File: config.mk
export PLATFORM = sky130hd
export DESIGN_NAME = fcfs_hrrn_job_scheduler_flat
export DESIGN_NICKNAME = d
export VERILOG_FILES = /design/src/sv/fhs_pkg.sv /design/src/sv/fhs_stream_if.sv /design/src/sv/fhs_ram.sv /design/src/sv/fhs_ctrl.sv /design/src/sv/fhs_dpath.sv /design/src/sv/fcfs_hrrn_job_scheduler.sv /design/src/flat_wrapper.sv
export SDC_FILE = /design/constraint.sdc
export NUM_CORES = 2
export LEC_CHECK = 0
export BUFFER_PORTS_ARGS = -buffer_cell sky130_fd_sc_hd__buf_2
export CAP_MARGIN = 20
export CORE_MARGIN = 2
export CORE_UTILIZATION = 50
export CTS_BUF_LIST = sky130_fd_sc_hd__clkbuf_8
export DETAILED_ROUTE_END_ITERATION = 16
export GPL_TIMING_DRIVEN = 1
export PLACE_DENSITY_LB_ADDON = 0.15
export SLEW_MARGIN = 20
export SYNTH_ARGS = -nofsm -noshare
export SYNTH_HDL_FRONTEND = slang
export SYNTH_SLANG_ARGS = --single-unit
File: constraint.sdc
create_clock -name clk -period 16.5 [get_ports clk]
set_input_delay 0 -clock clk [delete_from_list [all_inputs] [get_ports clk]]
set_output_delay 0 -clock clk [all_outputs]
set_load 0.02 [all_outputs]
File: src/sv/fhs_pkg.sv
// ----------------------------------------------------------------------------
// fhs_pkg
// Shared types, codes and constants of the job scheduler.
// ----------------------------------------------------------------------------
package fhs_pkg;

	localparam int TIME_BITS       = 16;
	localparam int SLOT_FIELD_BITS = 4;
	localparam int KIND_BITS       = 2;
	localparam int JOB_SLOTS_DEF   = 16;

	localparam logic FUNC_ADD  = 1'b0;
	localparam logic FUNC_TICK = 1'b1;

	localparam logic [KIND_BITS-1:0] RPT_ACCEPTED = 2'd0;
	localparam logic [KIND_BITS-1:0] RPT_FULL     = 2'd1;
	localparam logic [KIND_BITS-1:0] RPT_TICK     = 2'd2;

	typedef logic [TIME_BITS-1:0] stamp_t;

	localparam stamp_t STAMP_MAX = '1;

	typedef struct packed {
		logic   func;
		stamp_t job_arrival;
		stamp_t job_need;
	} job_item_t;

	typedef struct packed {
		logic [KIND_BITS-1:0]       report_kind;
		logic [SLOT_FIELD_BITS-1:0] job_slot;
		logic                       busy_res;
		stamp_t                     now_time;
		logic                       started_now;
		stamp_t                     job_start;
		logic                       job_done;
		stamp_t                     turnaround;
	} report_item_t;

	typedef enum logic [2:0] {
		ST_IDLE,
		ST_DECODE,
		ST_FIND,
		ST_SCAN_RD,
		ST_SCAN_MUL,
		ST_SCAN_CMP,
		ST_EXEC
	} fhs_state_t;

	typedef struct packed {
		logic load_in;
		logic find_step;
		logic add_commit;
		logic add_full;
		logic scan_mul;
		logic scan_cmp;
		logic exec;
	} fhs_cmd_t;

	typedef struct packed {
		logic func;
		logic slot_free;
		logic idx_last;
		logic running;
		logic out_free;
	} fhs_stat_t;

endpackage

File: src/sv/fhs_stream_if.sv
// ----------------------------------------------------------------------------
// fhs_stream_if
// Valid/ready channel carrying one item of type T.
// ----------------------------------------------------------------------------
interface fhs_stream_if #(
	parameter type T = logic
);
	logic valid;
	logic ready;
	T     data;

	modport source (output valid, output data, input ready);
	modport sink   (input valid, input data, output ready);
endinterface

File: src/sv/fhs_ram.sv
// ----------------------------------------------------------------------------
// fhs_ram
// Generic single-write, single-read RAM with registered read data.
// ----------------------------------------------------------------------------
module fhs_ram #(
	parameter int WIDTH = 2 * fhs_pkg::TIME_BITS,
	parameter int DEPTH = fhs_pkg::JOB_SLOTS_DEF
) (
	input  logic                                        clk,
	input  logic                                        we,
	input  logic [((DEPTH > 1) ? $clog2(DEPTH) : 1)-1:0] waddr,
	input  logic [WIDTH-1:0]                            wdata,
	input  logic [((DEPTH > 1) ? $clog2(DEPTH) : 1)-1:0] raddr,
	output logic [WIDTH-1:0]                            rdata
);
	logic [WIDTH-1:0] mem_q [DEPTH];
	logic [WIDTH-1:0] rdata_q;

	always_ff @(posedge clk) begin
		if (we) begin
			mem_q[waddr] <= wdata;
		end
		rdata_q <= mem_q[raddr];
	end

	assign rdata = rdata_q;
endmodule

File: src/sv/fhs_ctrl.sv
// ----------------------------------------------------------------------------
// fhs_ctrl
// Sequencer: decodes an item, runs the free-slot search or, when no job is running,
// the dispatch scan, then commits the item and loads the result register.
// ----------------------------------------------------------------------------
module fhs_ctrl (
	input  logic                clk,
	input  logic                arst_n,
	input  logic                job_valid,
	output logic                job_ready,
	input  fhs_pkg::fhs_stat_t  stat,
	output fhs_pkg::fhs_cmd_t   cmd
);
	fhs_pkg::fhs_state_t state_q;
	fhs_pkg::fhs_state_t state_d;

	always_ff @(posedge clk or negedge arst_n) begin
		if (!arst_n) begin
			state_q <= fhs_pkg::ST_IDLE;
		end else begin
			state_q <= state_d;
		end
	end

	always_comb begin
		state_d = state_q;
		unique case (state_q)
			fhs_pkg::ST_IDLE: begin
				if (job_valid) state_d = fhs_pkg::ST_DECODE;
			end
			fhs_pkg::ST_DECODE: begin
				if (stat.func == fhs_pkg::FUNC_ADD) state_d = fhs_pkg::ST_FIND;
				else if (stat.running)              state_d = fhs_pkg::ST_EXEC;
				else                                state_d = fhs_pkg::ST_SCAN_RD;
			end
			fhs_pkg::ST_FIND: begin
				if (stat.out_free && (stat.slot_free || stat.idx_last)) begin
					state_d = fhs_pkg::ST_IDLE;
				end
			end
			fhs_pkg::ST_SCAN_RD:  state_d = fhs_pkg::ST_SCAN_MUL;
			fhs_pkg::ST_SCAN_MUL: state_d = fhs_pkg::ST_SCAN_CMP;
			fhs_pkg::ST_SCAN_CMP: begin
				state_d = stat.idx_last ? fhs_pkg::ST_EXEC : fhs_pkg::ST_SCAN_MUL;
			end
			fhs_pkg::ST_EXEC: begin
				if (stat.out_free) state_d = fhs_pkg::ST_IDLE;
			end
			default: state_d = fhs_pkg::ST_IDLE;
		endcase
	end

	always_comb begin
		cmd       = '0;
		job_ready = 1'b0;
		unique case (state_q) inside
			fhs_pkg::ST_IDLE: begin
				job_ready   = 1'b1;
				cmd.load_in = job_valid;
			end
			fhs_pkg::ST_FIND: begin
				cmd.add_commit = stat.out_free && stat.slot_free;
				cmd.add_full   = stat.out_free && !stat.slot_free && stat.idx_last;
				cmd.find_step  = !stat.slot_free && !stat.idx_last;
			end
			fhs_pkg::ST_SCAN_MUL: cmd.scan_mul = 1'b1;
			fhs_pkg::ST_SCAN_CMP: cmd.scan_cmp = 1'b1;
			fhs_pkg::ST_EXEC:     cmd.exec     = stat.out_free;
			fhs_pkg::ST_DECODE, fhs_pkg::ST_SCAN_RD: begin
				cmd = '0;
			end
			default: cmd = '0;
		endcase
	end

	a_one_cmd: assert property (@(posedge clk) disable iff (!arst_n)
		$onehot0({cmd.load_in, cmd.find_step, cmd.add_commit, cmd.add_full,
			cmd.scan_mul, cmd.scan_cmp, cmd.exec}))
		else $error("fhs_ctrl: more than one command at once");

	a_mul_order: assert property (@(posedge clk) disable iff (!arst_n)
		cmd.scan_mul |-> ($past(state_q) == fhs_pkg::ST_SCAN_RD
			|| $past(state_q) == fhs_pkg::ST_SCAN_CMP))
		else $error("fhs_ctrl: scan multiply step out of order");
endmodule

File: src/sv/fhs_dpath.sv
// ----------------------------------------------------------------------------
// fhs_dpath
// Job table, clock, running job, dispatch compare unit and result register.
// ----------------------------------------------------------------------------
module fhs_dpath #(
	parameter int JOB_SLOTS = fhs_pkg::JOB_SLOTS_DEF
) (
	input  logic                  clk,
	input  logic                  arst_n,
	input  fhs_pkg::fhs_cmd_t     cmd,
	output fhs_pkg::fhs_stat_t    stat,
	input  logic                  cfg_wr_en,
	input  logic                  cfg_wr_data,
	input  fhs_pkg::job_item_t    job_data,
	output logic                  report_valid,
	input  logic                  report_ready,
	output fhs_pkg::report_item_t report_data
);
	localparam int SLOT_BITS = (JOB_SLOTS > 1) ? $clog2(JOB_SLOTS) : 1;
	localparam int TB        = fhs_pkg::TIME_BITS;
	localparam int SUM_BITS  = TB + 1;
	localparam int PROD_BITS = SUM_BITS + TB;

	typedef logic [SLOT_BITS-1:0] slot_idx_t;

	logic                  policy_q;
	fhs_pkg::job_item_t    item_q;
	logic [JOB_SLOTS-1:0]  valid_q;
	slot_idx_t             idx_q;
	fhs_pkg::stamp_t       now_q;
	logic                  running_q;
	slot_idx_t             run_slot_q;
	fhs_pkg::stamp_t       run_arr_q;
	fhs_pkg::stamp_t       run_need_q;
	fhs_pkg::stamp_t       ran_q;
	fhs_pkg::stamp_t       start_q;
	logic                  best_found_q;
	slot_idx_t             best_slot_q;
	fhs_pkg::stamp_t       best_arr_q;
	fhs_pkg::stamp_t       best_need_q;
	logic                  cand_elig_s1;
	fhs_pkg::stamp_t       cand_arr_s1;
	fhs_pkg::stamp_t       cand_need_s1;
	logic [PROD_BITS-1:0]  prod_c_s1;
	logic [PROD_BITS-1:0]  prod_b_s1;
	fhs_pkg::report_item_t rpt_q;
	logic                  rpt_valid_q;

	slot_idx_t             rd_addr;
	logic [2*TB-1:0]       rd_data;
	fhs_pkg::stamp_t       rd_arr;
	fhs_pkg::stamp_t       rd_need;
	fhs_pkg::stamp_t       need_fix;
	fhs_pkg::stamp_t       wait_c;
	fhs_pkg::stamp_t       wait_b;
	logic [SUM_BITS-1:0]   sum_c;
	logic [SUM_BITS-1:0]   sum_b;
	logic [PROD_BITS-1:0]  mul_c;
	logic [PROD_BITS-1:0]  mul_b;
	logic                  ratio_gt;
	logic                  ratio_lt;
	logic                  earlier;
	logic                  better;
	logic                  take;
	logic                  dispatch;
	logic                  run_act;
	slot_idx_t             exec_slot;
	fhs_pkg::stamp_t       exec_arr;
	fhs_pkg::stamp_t       exec_need;
	fhs_pkg::stamp_t       exec_ran;
	fhs_pkg::stamp_t       exec_start;
	fhs_pkg::stamp_t       now_nx;
	fhs_pkg::stamp_t       ran_nx;
	logic                  exec_done;
	fhs_pkg::stamp_t       ta;
	logic                  out_free;
	logic                  rpt_load;
	fhs_pkg::report_item_t rpt_d;

	assign need_fix = (item_q.job_need == '0) ? fhs_pkg::stamp_t'(1) : item_q.job_need;
	assign rd_addr  = cmd.scan_cmp ? slot_idx_t'(idx_q + slot_idx_t'(1)) : idx_q;

	fhs_ram #(
		.WIDTH (2 * TB),
		.DEPTH (JOB_SLOTS)
	) u_ram (
		.clk   (clk),
		.we    (cmd.add_commit),
		.waddr (idx_q),
		.wdata ({item_q.job_arrival, need_fix}),
		.raddr (rd_addr),
		.rdata (rd_data)
	);

	assign rd_arr  = rd_data[2*TB-1:TB];
	assign rd_need = rd_data[TB-1:0];

	assign wait_c = now_q - rd_arr;
	assign wait_b = now_q - best_arr_q;
	assign sum_c  = {1'b0, wait_c} + {1'b0, rd_need};
	assign sum_b  = {1'b0, wait_b} + {1'b0, best_need_q};
	assign mul_c  = PROD_BITS'(sum_c) * PROD_BITS'(best_need_q);
	assign mul_b  = PROD_BITS'(sum_b) * PROD_BITS'(rd_need);

	assign ratio_gt = prod_c_s1 > prod_b_s1;
	assign ratio_lt = prod_c_s1 < prod_b_s1;
	assign earlier  = cand_arr_s1 < best_arr_q;
	assign better   = policy_q ? (ratio_gt || (!ratio_lt && earlier)) : earlier;
	assign take     = cand_elig_s1 && (!best_found_q || better);

	assign dispatch   = !running_q && best_found_q;
	assign run_act    = running_q || dispatch;
	assign exec_slot  = dispatch ? best_slot_q : run_slot_q;
	assign exec_arr   = dispatch ? best_arr_q  : run_arr_q;
	assign exec_need  = dispatch ? best_need_q : run_need_q;
	assign exec_ran   = dispatch ? '0          : ran_q;
	assign exec_start = dispatch ? now_q       : start_q;
	assign now_nx     = (now_q == fhs_pkg::STAMP_MAX) ? now_q : now_q + 1'b1;
	assign ran_nx     = (exec_ran == fhs_pkg::STAMP_MAX) ? exec_ran : exec_ran + 1'b1;
	assign exec_done  = run_act && (ran_nx >= exec_need);
	assign ta         = (now_nx >= exec_arr) ? now_nx - exec_arr : '0;

	assign out_free = !rpt_valid_q || report_ready;
	assign rpt_load = cmd.add_commit || cmd.add_full || cmd.exec;

	always_comb begin
		rpt_d          = '0;
		rpt_d.now_time = now_q;
		if (cmd.add_commit) begin
			rpt_d.report_kind = fhs_pkg::RPT_ACCEPTED;
			rpt_d.job_slot    = fhs_pkg::SLOT_FIELD_BITS'(idx_q);
		end else if (cmd.add_full) begin
			rpt_d.report_kind = fhs_pkg::RPT_FULL;
		end else begin
			rpt_d.report_kind = fhs_pkg::RPT_TICK;
			rpt_d.now_time    = now_nx;
			rpt_d.busy_res    = run_act;
			rpt_d.started_now = dispatch;
			rpt_d.job_done    = exec_done;
			if (run_act) begin
				rpt_d.job_slot  = fhs_pkg::SLOT_FIELD_BITS'(exec_slot);
				rpt_d.job_start = exec_start;
			end
			if (exec_done) begin
				rpt_d.turnaround = ta;
			end
		end
	end

	always_ff @(posedge clk or negedge arst_n) begin
		if (!arst_n) begin
			policy_q     <= 1'b0;
			valid_q      <= '0;
			idx_q        <= '0;
			now_q        <= '0;
			running_q    <= 1'b0;
			run_slot_q   <= '0;
			best_found_q <= 1'b0;
			rpt_valid_q  <= 1'b0;
		end else begin
			if (cfg_wr_en) begin
				policy_q <= cfg_wr_data;
			end
			if (cmd.load_in) begin
				idx_q        <= '0;
				best_found_q <= 1'b0;
			end else if (cmd.find_step || cmd.scan_cmp) begin
				idx_q <= idx_q + slot_idx_t'(1);
			end
			if (cmd.scan_cmp && take) begin
				best_found_q <= 1'b1;
			end
			if (cmd.add_commit) begin
				valid_q[idx_q] <= 1'b1;
			end
			if (cmd.exec) begin
				now_q <= now_nx;
				if (run_act) begin
					running_q  <= !exec_done;
					run_slot_q <= exec_slot;
				end
				if (exec_done) begin
					valid_q[exec_slot] <= 1'b0;
				end
			end
			if (rpt_load) begin
				rpt_valid_q <= 1'b1;
			end else if (report_ready) begin
				rpt_valid_q <= 1'b0;
			end
		end
	end

	always_ff @(posedge clk) begin
		if (cmd.load_in) begin
			item_q <= job_data;
		end
		if (cmd.scan_mul) begin
			cand_elig_s1 <= valid_q[idx_q] && (rd_arr <= now_q);
			cand_arr_s1  <= rd_arr;
			cand_need_s1 <= rd_need;
			prod_c_s1    <= mul_c;
			prod_b_s1    <= mul_b;
		end
		if (cmd.scan_cmp && take) begin
			best_slot_q <= idx_q;
			best_arr_q  <= cand_arr_s1;
			best_need_q <= cand_need_s1;
		end
		if (cmd.exec && run_act) begin
			run_arr_q  <= exec_arr;
			run_need_q <= exec_need;
			ran_q      <= ran_nx;
			start_q    <= exec_start;
		end
		if (rpt_load) begin
			rpt_q <= rpt_d;
		end
	end

	assign stat.func      = item_q.func;
	assign stat.slot_free = !valid_q[idx_q];
	assign stat.idx_last  = (idx_q == slot_idx_t'(JOB_SLOTS - 1));
	assign stat.running   = running_q;
	assign stat.out_free  = out_free;

	assign report_valid = rpt_valid_q;
	assign report_data  = rpt_q;

	a_run_valid: assert property (@(posedge clk) disable iff (!arst_n)
		running_q |-> valid_q[run_slot_q])
		else $error("fhs_dpath: running job sits in a free slot");

	a_done_frees: assert property (@(posedge clk) disable iff (!arst_n)
		(cmd.exec && exec_done) |=> !valid_q[$past(exec_slot)] && !running_q)
		else $error("fhs_dpath: completed job not released");

	a_clock_mono: assert property (@(posedge clk) disable iff (!arst_n)
		rpt_load |=> now_q >= $past(now_q))
		else $error("fhs_dpath: clock went backward");
endmodule

File: src/sv/fcfs_hrrn_job_scheduler.sv
// ----------------------------------------------------------------------------
// fcfs_hrrn_job_scheduler
// Non-preemptive FCFS / HRRN job scheduler over a table of job slots.
// ----------------------------------------------------------------------------
// channel     dir  handshake       item
// job_ch      in   valid/ready     func, job_arrival, job_need
// report_ch   out  valid/ready     report_kind .. turnaround
// cfg_wr_*    in   write enable    policy_mode (1 bit)
//
// Add: searches the valid bits upward from slot 0 for the lowest free slot
// (one valid bit tested per cycle).
// A tick with a job running goes straight to execution. A tick with none
// running first runs the dispatch scan (one table RAM read, then multiply and
// compare per slot). One item at a time; the next is taken while the result
// waits. A stalled result register holds the commit of the following item.
// Reset clears the valid bits at once; no clearing pass.
// ----------------------------------------------------------------------------
module fcfs_hrrn_job_scheduler #(
	parameter int JOB_SLOTS = fhs_pkg::JOB_SLOTS_DEF
) (
	input  logic                clk,
	input  logic                arst_n,
	fhs_stream_if.sink          job_ch,
	fhs_stream_if.source        report_ch,
	input  logic                cfg_wr_en,
	input  logic                cfg_wr_data
);
	fhs_pkg::fhs_cmd_t  cmd;
	fhs_pkg::fhs_stat_t stat;
	logic               job_ready;

	fhs_ctrl u_ctrl (
		.clk       (clk),
		.arst_n    (arst_n),
		.job_valid (job_ch.valid),
		.job_ready (job_ready),
		.stat      (stat),
		.cmd       (cmd)
	);

	fhs_dpath #(
		.JOB_SLOTS (JOB_SLOTS)
	) u_dpath (
		.clk          (clk),
		.arst_n       (arst_n),
		.cmd          (cmd),
		.stat         (stat),
		.cfg_wr_en    (cfg_wr_en),
		.cfg_wr_data  (cfg_wr_data),
		.job_data     (job_ch.data),
		.report_valid (report_ch.valid),
		.report_ready (report_ch.ready),
		.report_data  (report_ch.data)
	);

	assign job_ch.ready = job_ready;
endmodule

File: src/flat_wrapper.sv
// flat-port wrapper written by rule: the top's interface ports become plain ports
module fcfs_hrrn_job_scheduler_flat 
#(
	parameter int JOB_SLOTS = fhs_pkg::JOB_SLOTS_DEF
)
  (clk, arst_n, cfg_wr_en, cfg_wr_data, job_ch_valid, job_ch_data, job_ch_ready, report_ch_valid, report_ch_data, report_ch_ready);
  fhs_stream_if #(.T(fhs_pkg::job_item_t)) job_ch_i ();
  fhs_stream_if #(.T(fhs_pkg::report_item_t)) report_ch_i ();
  input  logic clk;
  input  logic arst_n;
  input  logic cfg_wr_en;
  input  logic cfg_wr_data;
  input wire logic [$bits(job_ch_i.valid)-1:0] job_ch_valid;
  input wire logic [$bits(job_ch_i.data)-1:0] job_ch_data;
  output wire logic [$bits(job_ch_i.ready)-1:0] job_ch_ready;
  output wire logic [$bits(report_ch_i.valid)-1:0] report_ch_valid;
  output wire logic [$bits(report_ch_i.data)-1:0] report_ch_data;
  input wire logic [$bits(report_ch_i.ready)-1:0] report_ch_ready;
  assign job_ch_i.valid = job_ch_valid;
  assign job_ch_i.data = job_ch_data;
  assign job_ch_ready = job_ch_i.ready;
  assign report_ch_valid = report_ch_i.valid;
  assign report_ch_data = report_ch_i.data;
  assign report_ch_i.ready = report_ch_ready;
  fcfs_hrrn_job_scheduler #(.JOB_SLOTS(JOB_SLOTS)) u_core (.clk(clk), .arst_n(arst_n), .job_ch(job_ch_i), .report_ch(report_ch_i), .cfg_wr_en(cfg_wr_en), .cfg_wr_data(cfg_wr_data));
endmodule
==> run metrics <==
endpoints failing hold 0; Routed WL 134000 µm; port bufs 97; Fin Setup TNS 0 ps; Tot GR Track Use 0.238; vias in the first global route about 36000; syn_nets roughly 5300; Die Span Y 339 µm; fill cell count ~9300; DP HPWL approximately 88000 µm; CTS buffer count 147; CTS tree done; critical path's most frequent cell fa_1; HP Class in -> reg; FP Rows about 120; RSZ-0062 raised after global routing false; Layout area overhead 10.8%; Fmax between 90 and 100 MHz; Slew Limit Fails 0; Slew headroom 0.271; drt pass-1 iters 5; CP max stage delay between 600 and 700 ps; FF+latch count, synth between 800 and 900; Final Wtd Congestion 0.893; min Tclk post-route 10450 ps; root buffer cell clkbuf_8; final period utilization 0.634; clock tree buffer depth 3; CP endpoint kind flop; FF+latch area about 26000 µm²; global route overflow 0; post_cts resized 0; Critical Path Source Type flop; htree depth 4; DP Area roughly 60000 µm²; via count ~34000; ys flop type edfxtp_1; post-synthesis sequential area ratio 0.462; Wirelength per Cell around 21 µm; Critical-path top delay cell or3b_2; ys async rst share 0.0534; clock skew around 38 ps; EDFF count, synth between 800 and 900; Post-Syn Area per Cell around 13 µm²; remaining antenna violation count 0; Netlist cell types 81; fin area 62000 µm²; actual slew at the worst max-slew pin approximately 1100 ps; max_cap viols 0; core area 111000 µm²; die area approximately 110000 µm²; Buf+Inv Stages, Crit Path 4; Post-Syn Area 56000 µm²; worst endpoint data arrival time around 11000 ps; hold_ws around 130 ps; yosys warns 0; Multi-input gate area approximately 27000 µm²; status complete, no violations; Initial Util 0.505; critical path required time around 17000 ps; final net count around 5500; vias per cell approximately 5.5; Clock Latency Late Sink around 820 ps; final setup fails 0; Crit Path Class reg -> reg; die width ~340 µm; first-iteration detailed-routing DRC count roughly 2700; CP delay by family, top adder cells; CTS clk-pin slew, worst paths 70 ps; Ports 98; final core area utilization 0.560; # clock sinks 880; first-pass GRT wire length between 200000 and 250000 µm; CP max FO 16; layout cells sized above 1 0.126; DRC Markers 0; Mapped Cells roughly 4400; largest net degree at the start of global routing 129; initial antenna violation count 4; Setup Fix Bufs, Post-CTS 0
registers in the layout (all words and copies together) (netlist names), 4 cells and up:
| signal | cells |
|---|---|
| u_core.u_dpath.best_arr_q | 16 |
| u_core.u_dpath.best_need_q | 16 |
| u_core.u_dpath.best_slot_q | 4 |
| u_core.u_dpath.cand_arr_s1 | 16 |
| u_core.u_dpath.cand_need_s1 | 16 |
| u_core.u_dpath.idx_q | 4 |
| u_core.u_dpath.item_q | 32 |
| u_core.u_dpath.now_q | 16 |
| u_core.u_dpath.prod_b_s1 | 33 |
| u_core.u_dpath.prod_c_s1 | 33 |
| u_core.u_dpath.ran_q | 16 |
| u_core.u_dpath.report_data | 57 |
| u_core.u_dpath.run_arr_q | 16 |
| u_core.u_dpath.run_need_q | 16 |
| u_core.u_dpath.run_slot_q | 4 |
| u_core.u_dpath.start_q | 16 |
| u_core.u_dpath.u_ram.mem_q | 512 |
| u_core.u_dpath.u_ram.rdata | 32 |
| u_core.u_dpath.valid_q | 16 |
cells by family after synthesis:
logic type,after synthesis,share of synthesized area
AOI/OAI and AO/OA,468,0.0552
xor gates and xnor gates,154,0.0242
adders and majority gates,783,0.232
buffers and inverters,815,0.0558
DFF,880,0.462
muxes,193,0.0713
and+or+nand+nor,1143,0.0996
routing by layer:
layer	global-route usage	up-vias	part of all wire
met2	0.401	906	0.50
met1	0.324	17700	0.43
met4	0.0637	0	0.020
li1	-	15700	-
met3	0.0359	206	0.053
met5	0	-	0
cell type report:
cell class | count | area share
sequential | 880 | 0.417
clock buffer | 161 | 0.0357
clock inverter | 108 | 0.00952
antenna | 2 | 0.0000807
multi-input combinational | 2741 | 0.438
inverter | 640 | 0.0387
timing repair buffer | 257 | 0.0306
tap | 1488 | 0.0300
worst paths after layout:
check | from | to | slack [ps] | cells past startpoint
max | u_core.u_dpath.now_q[0] | u_core.u_dpath.prod_b_s1[32] | 6050 | 35
min | job_ch_valid | u_core.u_ctrl.state_q[0] | 130 | 4
max reg2reg | u_core.u_dpath.now_q[0] | u_core.u_dpath.prod_b_s1[32] | 6050 | 35
min reg2reg | u_core.u_dpath.cand_need_s1[10] | u_core.u_dpath.best_need_q[10] | 410 | 0
max in group asynchronous | arst_n | u_core.u_dpath.run_slot_q[3] | 15580 | 4
min in group asynchronous | arst_n | u_core.u_dpath.policy_q | 390 | 4
timing repair:
| item | 4_1_cts | 5_1_grt |
|---|---|---|
| hold endpoints to repair | 109 | 0 |
| hold buffers | 74 | 0 |
| endpoints found under the setup margin | 0 | 0 |
metrics by stage:
stage                     cells  setup slack [ps]
final                      6277              6050
after global routing       6276              5400
after CTS                  6275              6040
after detailed placement   5932              6080
after global placement     5932              6240
after floorplan            4436              6770
tightest hold or removal path, delay by kind of cell:
family | cells | cell delay, ps
buf+inv | 2 | 690
simple gates | 1 | 130
compound gates | 1 | 70
placed cells by master, fill, tap and decap left out, types with 17 or more instances in the layout:
cell type	count
a21boi_0	29
a21o_1	63
a21oi_1	159
and2_1	225
and3_1	25
buf_2	97
buf_4	84
clkbuf_8	161
clkinv_1	29
dfrtp_1	47
dfxtp_1	32
dlygate4sd3_1	74
edfxtp_1	801
fa_1	421
ha_1	362
inv_1	693
mux2i_1	22
mux4_2	164
nand2_1	454
nand2b_1	29
nand3_1	62
nand3b_1	23
nand4_1	24
nor2_1	147
nor2b_1	44
nor3_1	43
o21a_1	17
o21ai_0	81
o21bai_1	17
xnor2_1	96
xor2_1	53
synth_stat cells, drive strengths merged, types with 6 or more instances:
library cell	count	share of area
o211ai	8	0.0011
ha	362	0.081
o31ai	7	0.0014
xnor2	98	0.015
xor2	56	0.0089
mux2	6	0.0012
mux4	164	0.066
o2111ai	6	0.00094
a31oi	11	0.0015
nand2b	30	0.0034
nor4	7	0.00078
a21oi	161	0.015
a211oi	15	0.0021
and2	226	0.025
buf	44	0.0040
a21boi	34	0.0046
nand3	62	0.0055
a211o	9	0.0014
nor2b	45	0.0050
o21a	17	0.0023
nor2	163	0.011
nor3	49	0.0048
dfxtp	32	0.011
fa	421	0.15
edfxtp	801	0.43
clkbuf	131	0.0088
or3	10	0.0011
inv	640	0.043
nand2	456	0.031
nand3b	23	0.0031
o21ai	86	0.0080
a21o	63	0.0085
a41oi	6	0.00094
o21bai	17	0.0023
and3	25	0.0028
mux2i	23	0.0041
dfrtp	47	0.021
nand4	24	0.0027
Power is not shown: default switching activity piles up to over one toggle a cycle in this logic, so the estimate is an artifact.
